===== config.mk =====
export PLATFORM = sky130hd
export DESIGN_NAME = cartridge_image_header_loader
export DESIGN_NICKNAME = d
export VERILOG_FILES = /design/src/cihl_pkg.sv /design/src/cartridge_image_header_loader.sv
export SDC_FILE = /design/constraint.sdc
export NUM_CORES = 1
export LEC_CHECK = 0
export BUFFER_PORTS_ARGS = -buffer_cell sky130_fd_sc_hd__buf_2
export CAP_MARGIN = 15
export CORE_MARGIN = 4
export CORE_UTILIZATION = 40
export DETAILED_ROUTE_END_ITERATION = 10
export GPL_TIMING_DRIVEN = 0
export PLACE_DENSITY = 0.6
export RECOVER_POWER = 25
export SYNTH_ARGS = -nofsm -noshare
export SYNTH_HDL_FRONTEND = slang
export SYNTH_SLANG_ARGS = --single-unit

===== constraint.sdc =====
create_clock -name clk_i -period 6.2 [get_ports clk_i]
set_input_delay 1.24 -clock clk_i [delete_from_list [all_inputs] [get_ports clk_i]]
set_output_delay 1.24 -clock clk_i [all_outputs]
set_load 0.02 [all_outputs]

===== src/cihl_pkg.sv =====
// Shared types and constants for the cartridge image header loader.
package cihl_pkg;

  localparam int unsigned CntW      = 22;
  localparam int unsigned OutDataW  = 64;
  localparam int unsigned KindW     = 3;

  localparam logic [CntW-1:0] HeaderLast  = CntW'(15);
  localparam logic [CntW-1:0] TrainerLen  = CntW'(512);
  localparam int unsigned     PrgBankLog2 = 14;  // 16384-byte banks
  localparam int unsigned     ChrBankLog2 = 13;  // 8192-byte banks

  localparam logic [3:0][7:0] MagicBytes = {8'h1A, 8'h53, 8'h45, 8'h4E};

  // Region code, also reported as the result kind.
  typedef enum logic [KindW-1:0] {
    PH_HEADER  = 3'd0,
    PH_TRAINER = 3'd1,
    PH_PRG     = 3'd2,
    PH_CHR     = 3'd3,
    PH_IGNORE  = 3'd4,
    PH_REJECT  = 3'd5
  } phase_e;

  typedef enum logic [1:0] {
    ERR_NONE  = 2'd0,
    ERR_MAGIC = 2'd1,
    ERR_NES2  = 2'd2
  } err_e;

  // Bit positions inside the result tdata word.
  localparam int unsigned OffLsb   = 8;
  localparam int unsigned HvBit    = 30;
  localparam int unsigned ErrLsb   = 31;
  localparam int unsigned PrgLsb   = 33;
  localparam int unsigned ChrLsb   = 41;
  localparam int unsigned MirLsb   = 49;
  localparam int unsigned BatBit   = 51;
  localparam int unsigned TrnBit   = 52;
  localparam int unsigned MapLsb   = 53;

endpackage


===== src/cartridge_image_header_loader.sv =====
// Cartridge image header loader: parses the image header and tags each byte.
//
// Takes one image byte per request on the slave stream and returns one
// tagged result per byte on the master stream. The first 16 bytes are the
// header (magic check, bank counts, flag bytes); it is judged on its last
// byte, whose result already shows header_valid or the error code. After a
// good header the bytes are tagged as trainer (512 bytes, if flagged),
// program ROM (banks x 16384), character ROM (banks x 8192), then ignored.
// Empty regions are skipped. A bad magic value or the NES 2.0 mark makes
// every later byte come back as rejected until reset; the error is sticky.
// Throughput is one byte per clock unless the sink stalls: the parser state
// updates in a single register stage and the result lands in one output
// register, so input ready only drops while that register holds a result
// the sink is not taking. No memory, so no startup pass after reset.
module cartridge_image_header_loader (
  input  logic        clk_i,
  input  logic        rst_ni,
  input  logic        s_axis_tvalid_i,
  output logic        s_axis_tready_o,
  input  logic [7:0]  s_axis_tdata_i,   // [7:0] image_byte
  output logic        m_axis_tvalid_o,
  input  logic        m_axis_tready_i,
  // [7:0] data_byte, [29:8] offset, [30] header_valid, [32:31] error_code,
  // [40:33] prg_banks, [48:41] chr_banks, [50:49] mirroring, [51] battery,
  // [52] trainer, [60:53] mapper, [63:61] zero
  output logic [63:0] m_axis_tdata_o,
  output logic [2:0]  m_axis_tuser_o    // [2:0] kind
);

  localparam int unsigned CntW = cihl_pkg::CntW;

  // parser state
  cihl_pkg::phase_e phase_q, phase_d;
  logic [CntW-1:0]  cnt_q, cnt_d;
  logic             magic_ok_q, magic_ok_d;
  logic [7:0]       prg_q, prg_d;
  logic [7:0]       chr_q, chr_d;
  logic [7:0]       flags6_q, flags6_d;
  logic [7:0]       flags7_q, flags7_d;
  cihl_pkg::err_e   err_q, err_d;

  // output register
  logic             out_valid_q;
  logic [63:0]      out_data_q, out_data_d;
  logic [2:0]       out_kind_q, out_kind_d;

  logic             accept;
  logic [CntW-1:0]  cnt_inc;
  logic [CntW-1:0]  region_len;

  assign s_axis_tready_o = !out_valid_q || m_axis_tready_i;
  assign accept          = s_axis_tvalid_i && s_axis_tready_o;
  assign cnt_inc         = cnt_q + CntW'(1);

  // First non-empty region at or after 'from'.
  function automatic cihl_pkg::phase_e next_region(input cihl_pkg::phase_e from,
                                                   input logic has_trainer,
                                                   input logic [7:0] prg,
                                                   input logic [7:0] chr);
    cihl_pkg::phase_e r;
    if (from <= cihl_pkg::PH_TRAINER && has_trainer) r = cihl_pkg::PH_TRAINER;
    else if (from <= cihl_pkg::PH_PRG && prg != 8'd0) r = cihl_pkg::PH_PRG;
    else if (from <= cihl_pkg::PH_CHR && chr != 8'd0) r = cihl_pkg::PH_CHR;
    else r = cihl_pkg::PH_IGNORE;
    return r;
  endfunction

  always_comb begin
    unique case (phase_q)
      cihl_pkg::PH_TRAINER: region_len = cihl_pkg::TrainerLen;
      cihl_pkg::PH_PRG:     region_len = CntW'(prg_q) << cihl_pkg::PrgBankLog2;
      cihl_pkg::PH_CHR:     region_len = CntW'(chr_q) << cihl_pkg::ChrBankLog2;
      default:              region_len = '0;
    endcase
  end

  // Next parser state for the byte being taken.
  always_comb begin
    phase_d    = phase_q;
    cnt_d      = cnt_q;
    magic_ok_d = magic_ok_q;
    prg_d      = prg_q;
    chr_d      = chr_q;
    flags6_d   = flags6_q;
    flags7_d   = flags7_q;
    err_d      = err_q;
    unique case (phase_q)
      cihl_pkg::PH_HEADER: begin
        priority if (cnt_q < CntW'(4)) begin
          if (s_axis_tdata_i != cihl_pkg::MagicBytes[cnt_q[1:0]]) magic_ok_d = 1'b0;
        end else if (cnt_q == CntW'(4)) begin
          prg_d = s_axis_tdata_i;
        end else if (cnt_q == CntW'(5)) begin
          chr_d = s_axis_tdata_i;
        end else if (cnt_q == CntW'(6)) begin
          flags6_d = s_axis_tdata_i;
        end else if (cnt_q == CntW'(7)) begin
          flags7_d = s_axis_tdata_i;
        end else begin
        end
        if (cnt_q >= cihl_pkg::HeaderLast) begin
          cnt_d = '0;
          // magic error wins over the NES 2.0 mark
          priority if (!magic_ok_d) begin
            err_d   = cihl_pkg::ERR_MAGIC;
            phase_d = cihl_pkg::PH_REJECT;
          end else if (flags7_d[3:2] == 2'b10) begin
            err_d   = cihl_pkg::ERR_NES2;
            phase_d = cihl_pkg::PH_REJECT;
          end else begin
            phase_d = next_region(cihl_pkg::PH_TRAINER, flags6_d[2], prg_d, chr_d);
          end
        end else begin
          cnt_d = cnt_inc;
        end
      end
      cihl_pkg::PH_TRAINER, cihl_pkg::PH_PRG, cihl_pkg::PH_CHR: begin
        if (cnt_inc >= region_len) begin
          cnt_d   = '0;
          phase_d = next_region(cihl_pkg::phase_e'(phase_q + 3'd1),
                                flags6_q[2], prg_q, chr_q);
        end else begin
          cnt_d = cnt_inc;
        end
      end
      default: begin
      end
    endcase
  end

  // Result word, decoded fields taken from the updated state.
  always_comb begin
    logic        hv;
    logic [1:0]  mir;
    logic [21:0] off;
    cihl_pkg::phase_e kind;
    hv  = (err_d == cihl_pkg::ERR_NONE) && (phase_d != cihl_pkg::PH_HEADER);
    mir = {flags6_d[3], flags6_d[0]};
    unique case (phase_q)
      cihl_pkg::PH_HEADER, cihl_pkg::PH_TRAINER,
      cihl_pkg::PH_PRG, cihl_pkg::PH_CHR: begin
        kind = phase_q;
        off  = cnt_q;
      end
      cihl_pkg::PH_IGNORE: begin
        kind = cihl_pkg::PH_IGNORE;
        off  = '0;
      end
      default: begin
        kind = cihl_pkg::PH_REJECT;
        off  = '0;
      end
    endcase
    out_kind_d = kind;
    out_data_d = '0;
    out_data_d[7:0]                       = s_axis_tdata_i;
    out_data_d[cihl_pkg::OffLsb +: 22]    = off;
    out_data_d[cihl_pkg::HvBit]           = hv;
    out_data_d[cihl_pkg::ErrLsb +: 2]     = err_d;
    if (hv) begin
      out_data_d[cihl_pkg::PrgLsb +: 8]   = prg_d;
      out_data_d[cihl_pkg::ChrLsb +: 8]   = chr_d;
      out_data_d[cihl_pkg::MirLsb +: 2]   = mir;
      out_data_d[cihl_pkg::BatBit]        = flags6_d[1];
      out_data_d[cihl_pkg::TrnBit]        = flags6_d[2];
      out_data_d[cihl_pkg::MapLsb +: 8]   = {flags7_d[7:4], flags6_d[7:4]};
    end
  end

  always_ff @(posedge clk_i or negedge rst_ni) begin
    if (!rst_ni) begin
      phase_q    <= cihl_pkg::PH_HEADER;
      cnt_q      <= '0;
      magic_ok_q <= 1'b1;
      prg_q      <= '0;
      chr_q      <= '0;
      flags6_q   <= '0;
      flags7_q   <= '0;
      err_q      <= cihl_pkg::ERR_NONE;
    end else if (accept) begin
      phase_q    <= phase_d;
      cnt_q      <= cnt_d;
      magic_ok_q <= magic_ok_d;
      prg_q      <= prg_d;
      chr_q      <= chr_d;
      flags6_q   <= flags6_d;
      flags7_q   <= flags7_d;
      err_q      <= err_d;
    end
  end

  always_ff @(posedge clk_i or negedge rst_ni) begin
    if (!rst_ni) begin
      out_valid_q <= 1'b0;
    end else if (accept) begin
      out_valid_q <= 1'b1;
    end else if (m_axis_tready_i) begin
      out_valid_q <= 1'b0;
    end
  end

  always_ff @(posedge clk_i) begin
    if (accept) begin
      out_data_q <= out_data_d;
      out_kind_q <= out_kind_d;
    end
  end

  assign m_axis_tvalid_o = out_valid_q;
  assign m_axis_tdata_o  = out_data_q;
  assign m_axis_tuser_o  = out_kind_q;

endmodule


# After elaboration in Yosys (flattened, before gate mapping)
# Index checks and enable logic that the tools add are counted.
dict set report word_totals {
  register_bits 125
  input_bits 12
  out_inout_bits 69
  word_cells 109
}
dict set report op_classes {
  add_sub_neg 2
  order_cmp 7
  eq_ne 15
  n_mux 49
  n_reduce_logical 21
}
# operator count
set op_table {}
lappend op_table {{8-bit 2-to-1 mux} 23}
lappend op_table {{22-bit by 3-bit == test with 1-bit output, second input constant} 4}
lappend op_table {{22-bit case mux with 3 select lines} 1}
lappend op_table {{22-bit 2-to-1 mux} 2}
lappend op_table {{22-bit case mux with 2 select lines} 1}
lappend op_table {{8-bit nonzero test} 4}
lappend op_table {{3-bit 2-to-1 mux} 10}
lappend op_table {{22-bit by 1-bit adder with 22-bit output, second input constant} 1}
lappend op_table {{22-bit greater-or-equal comparator} 1}
lappend op_table {{22-bit by 4-bit greater-or-equal comparator with 1-bit output, second input constant} 1}
lappend op_table {{22-bit by 3-bit less-than comparator with 1-bit output, second input constant} 1}
lappend op_table {{8-bit binary-select mux with 2-bit select} 1}
lappend op_table {{3-bit case mux with 2 select lines} 2}
lappend op_table {{2-bit != test, second input constant} 5}
lappend op_table {{2-bit 2-to-1 mux} 4}
lappend op_table {{8-bit != test} 1}
lappend op_table {{7-bit AND reduction} 1}
lappend op_table {{3-bit by 2-bit == test with 1-bit output, second input constant} 2}
lappend op_table {{3-bit by 2-bit <= comparator with 1-bit output, second input constant} 2}
lappend op_table {{1-bit logical AND} 5}
lappend op_table {{1-bit 2-to-1 mux} 5}
lappend op_table {{2-bit AND reduction} 2}
lappend op_table {{2-bit nonzero test} 2}
lappend op_table {{4-bit OR reduction} 1}
lappend op_table {{12 further kinds} 12}

# Logic depth before layout (Yosys ltp)
dict set report logic_depth {
  ltp_word 15
  ltp_mapped 19
  ltp_nobuf 17
}

# Worst setup path after synthesis
# OpenSTA, ideal clock, no wires.
dict set report synth_path {
  path_type {in2reg}
  from {input port m_axis_tready_i}
  to {register flags6_q[0]}
  setup_ns 0.125
  t_arrival_ns 4.266
  required_ns 6.075
  path_slack_ns 1.809
  stages 5
  path_buffers 0
  cell_sequence {nand2b_1 nand2_1 clkinv_1 nand2_1 mux2_2}
}
dict set report synth_between {
  elab_chain_len 2
}
# element line
set synth_lines {}
lappend synth_lines {{start, declared} cartridge_image_header_loader.sv:22} ;# input logic m_axis_tready_i,
lappend synth_lines {{1-bit logical OR} cartridge_image_header_loader.sv:51} ;# assign s_axis_tready_o = !out_valid_q || m_axis_tready_i;
lappend synth_lines {{1-bit logical AND} cartridge_image_header_loader.sv:52} ;# assign accept = s_axis_tvalid_i && s_axis_tready_o;
lappend synth_lines {{via accept} cartridge_image_header_loader.sv:47} ;# logic accept;
lappend synth_lines {{end signal, assigned} cartridge_image_header_loader.sv:186} ;# flags6_q <= flags6_d;
lappend synth_lines {{end, declared} cartridge_image_header_loader.sv:38} ;# logic [7:0] flags6_q, flags6_d;
# The timed path passes the listed nets, and every way through them passes these cells.
# A chain may end at the register's enable or synchronous reset.

# Worst setup path after layout
dict set report layout_path {
  from {register cnt_q[6]}
  to {register out_data_q[51] (netlist: m_axis_tdata_o[51]), data pin}
}
dict set report layout_between {
  elab_chain_len 15
  word_cells_on_any_way 47
  cone_classes {add/sub: 1; order compare: 3; eq/ne: 5; mux: 33; reduce/logical: 5}
}
# element line
set layout_lines {}
lappend layout_lines {{start, declared} cartridge_image_header_loader.sv:34} ;# logic [CntW-1:0] cnt_q, cnt_d;
lappend layout_lines {{start signal, assigned} cartridge_image_header_loader.sv:182} ;# cnt_q <= cnt_d;
lappend layout_lines {{parallel branches: the longest is 15 deep, another holds 22-bit by 3-bit less-than comparator with 1-bit output} --}
lappend layout_lines {{end signal, assigned} cartridge_image_header_loader.sv:204} ;# out_data_q <= out_data_d;
lappend layout_lines {{end, declared} cartridge_image_header_loader.sv:44} ;# logic [63:0] out_data_q, out_data_d;
# Parallel ways; which one is timed is not known. The select of a mux whose other input is x is not followed.

==> metrics.yaml <==
outcome:
  outcome: "finished with violations"
  violations: "capacitance limit, slew limit"
final_layout:
  nets: 769
  seqCellArea_um2: 3400
  layout_commonest_cell: "buf_2"
  diodes: 0
  post-route-util_pct: 49.0
  nFillCells: 1518
  syn2layout_area_growth_pct: 19.4
  final_cell_mix: "buf_2, edfxtp_1, nand2_1"
  multi_input_area_um2: 3200
  layout-drive-gt1-share_pct: 23.1
flow_run:
  cap_violations: 2
power_and_ir_drop:
  peakVddDrop_mv: 0.181
  p_per_area_nw_per_um2: 258
  p_leak_nw: 3.42
  p_total_w: 0.00211
synthesis:
  syn_area_um2: 6860
  synth_edf_count: 64
  synthCells: 636
  avgSynthCellArea_um2: 10.8
  ys_ff_latch: 123
  ys_async_sr_fraction_pct: 48.0
  ys_types: 62
  yosysSeqAreaShare_pct: 49.6
  ys.flop_type: "edfxtp_1"
  yosys_warnings: 0
worst_hold_path:
  holdPathStages: 2
  min_path_type: "flop to flop"
  worstHoldEndpoint: "magic_ok_q"
  min-delay-start: "magic_ok_q"
grt:
  grt_max_degree: 38
  grt_pass1_wl_um: 27800
  antenna_found_initial: 0
  grt_pass1_vias: 5365
  grt-ovfl-total: 0
  grt_use_total_pct: 17.8
setup_path:
  end_kind: "flop"
  crit_arrival_ps: 5120
  startpoint_type: "flop"
  cpMaxStageDelayCell: "a2111oi_4"
  crit_fanout: 10
  crit_chain: "clkbuf_1, and4_1, and4_1, nand2_1, nor2_1, nand3_1, nor2_1, xor2_1, ha_1, a21oi_1, o21ai_0, a21o_1, a2111o_1, o21a_1, a22o_1, a2111oi_4, buf_6, buf_8, a21oi_2"
  required_ps: 6350
  timing.reg2reg.setup_slack_ps: 1230
  r2r_start: "cnt_q[6]"
  r2r_cells: 19
  cpPeakStageDelay_ps: 440
  crit_type: "flop to flop"
  r2r_end: "m_axis_tdata_o[51]"
routing:
  ant_nets: 0
  wire_per_inst_um: 17.7
  num_vias: 5294
  drc_errors: 0
  drtPass1Iterations: 5
  viasPerCell: 5.46
  wirelength_um: 17200
  drtIter0Drc: 358
sta:
  grt_setup_unrepaired: "false"
  report.final.setup_viol: 0
  fin_crit_ps: 4970
  relSlewSlack_pct: -27.7
  setup-tns-final_ps: 0
  slew_violations: 35
  fmax_mhz: 201
  hold-worst-slack_ps: 484
  fin_crit_sh_pct: 80.1
  hold_viol_final: 0
  worstMarginPinSlew_ps: 1920
  clock_skew_ps: 10.9
clock_network:
  clockBufferDepth: 2
  cts_tree: "yes"
  cts_setup_buffers: 0
  cts_hold_buf: 0
  cts.clk_slew.worst_paths_ps: 60
  ctsRootBufferMaster: "clkbuf_16"
  htree_levels: 4
  cts_buffers: 17
  ctsResizeCount: 0
  clock_sinks: 123
  clock_latency_ps: 430
floorplanning:
  die-area_um2: 19300
  fp.dieH_um: 139
  die_width_um: 139
  top_level_ports: 81
  rows: 47
  core_region_area_um2: 16700
  start_util_pct: 41.1
placement:
  io_buffers: 77
  dp_hpwl_um: 12400
  routabilityCongestion: 0.987
-- state kept, by name, summed over array words and instances (netlist names) --
name	flops
m_axis_tvalid_o	1
m_axis_tuser_o	3
flags6_q	8
phase_q	3
m_axis_tdata_o	61
chr_q	8
prg_q	8
cnt_q	22
magic_ok_q	1
err_q	2
flags7_q	6
-- per-layer routing --
metal,part of all wire [%],track usage [%]
met2,46,27.8
met3,5.7,4.03
met1,47,24.6
met5,0,0
met4,1.5,6.33
-- per-stage QoR --
step	worst slack [ps]	instance area [um2]	std cells
2_1_floorplan	1810	6870	638
4_1_cts	1290	8210	969
6_report	1230	8190	969
3_3_place_gp	678	7530	935
5_1_grt	862	8190	969
3_5_place_dp	1290	7570	937
-- where the power goes --
part | leakage (nW) | internal [W] | switching, W
Sequential | 1.42 | 0.000889 | 0.0000124
Combinational | 1.69 | 0.0000408 | 0.0000918
Clock | 0.307 | 0.000696 | 0.000378
-- synth_stat cells (2+ instances only) --
cell type | instances | share of area (%)
edfxtp_1 | 64 | 28
nand2_1 | 60 | 3.3
dfrtp_1 | 58 | 21
a21oi_1 | 33 | 2.4
mux2_2 | 33 | 5.4
mux2i_1 | 31 | 4.5
clkbuf_1 | 30 | 1.6
nor2_1 | 29 | 1.6
nor2b_1 | 28 | 2.6
or3_1 | 28 | 2.6
ha_1 | 21 | 3.8
o21ai_0 | 21 | 1.5
a22o_1 | 20 | 2.6
nand3_1 | 14 | 1.0
nor4_1 | 13 | 1.2
nor3_1 | 11 | 0.80
a21oi_2 | 10 | 1.3
and3_1 | 10 | 0.91
nand2b_1 | 10 | 0.91
xnor2_1 | 10 | 1.3
nand4_1 | 9 | 0.82
inv_1 | 8 | 0.44
o211ai_1 | 7 | 0.77
buf_1 | 6 | 0.33
buf_4 | 6 | 0.66
and2_1 | 5 | 0.46
and4_1 | 5 | 0.64
buf_2 | 5 | 0.36
xor2_1 | 5 | 0.64
o22ai_1 | 4 | 0.36
a21o_1 | 3 | 0.33
a41o_1 | 3 | 0.44
a211oi_1 | 2 | 0.22
a311oi_1 | 2 | 0.26
a31oi_1 | 2 | 0.18
nor3_2 | 2 | 0.29
nor4_2 | 2 | 0.36
or2_2 | 2 | 0.18
-- cell families after synthesis --
kind of cell | Yosys count | synth area share, %
buffers and inverters | 58 | 3.87
muxes | 64 | 9.94
adders and majority gates | 21 | 3.83
other | 1 | 0.0547
DFF | 123 | 49.6
AOI/OAI and AO/OA | 120 | 12.2
and+or+nand+nor | 234 | 18.6
xor gates and xnor gates | 15 | 1.92
-- how the worst max path moves through the flow --
stage,from,end,slack [ps],cells after the start
floorplan,m_axis_tready_i,flags6_q[0],1810,5
global placement,m_axis_tready_i,flags6_q[5],680,6
detailed placement,cnt_q[6],m_axis_tdata_o[55],1290,19
CTS,cnt_q[6],m_axis_tdata_o[58],1290,19
global route,cnt_q[1],cnt_q[15],860,19
finish,cnt_q[6],m_axis_tdata_o[51],1230,19
-- critical path: cells and delay by family (launching register included) --
| kind | cells | cell delay [ps] |
|---|---|---|
| DFF | 1 | 390 |
| xor gates and xnor gates | 1 | 200 |
| and+or+nand+nor | 6 | 1330 |
| buffers and inverters | 3 | 710 |
| AOI/OAI and AO/OA | 8 | 1770 |
| adders and majority gates | 1 | 270 |
-- layout make-up --
class	instances	share of cell area, %
repair buffers	79	4.89
clock buffers	19	5.53
clock inverters	13	2.32
plain buffers	49	2.83
multi-input cells	457	39.1
flip-flops and latches	123	41.5
inverters	9	0.428
well taps	220	3.36
(Power assumes the default switching activity.)
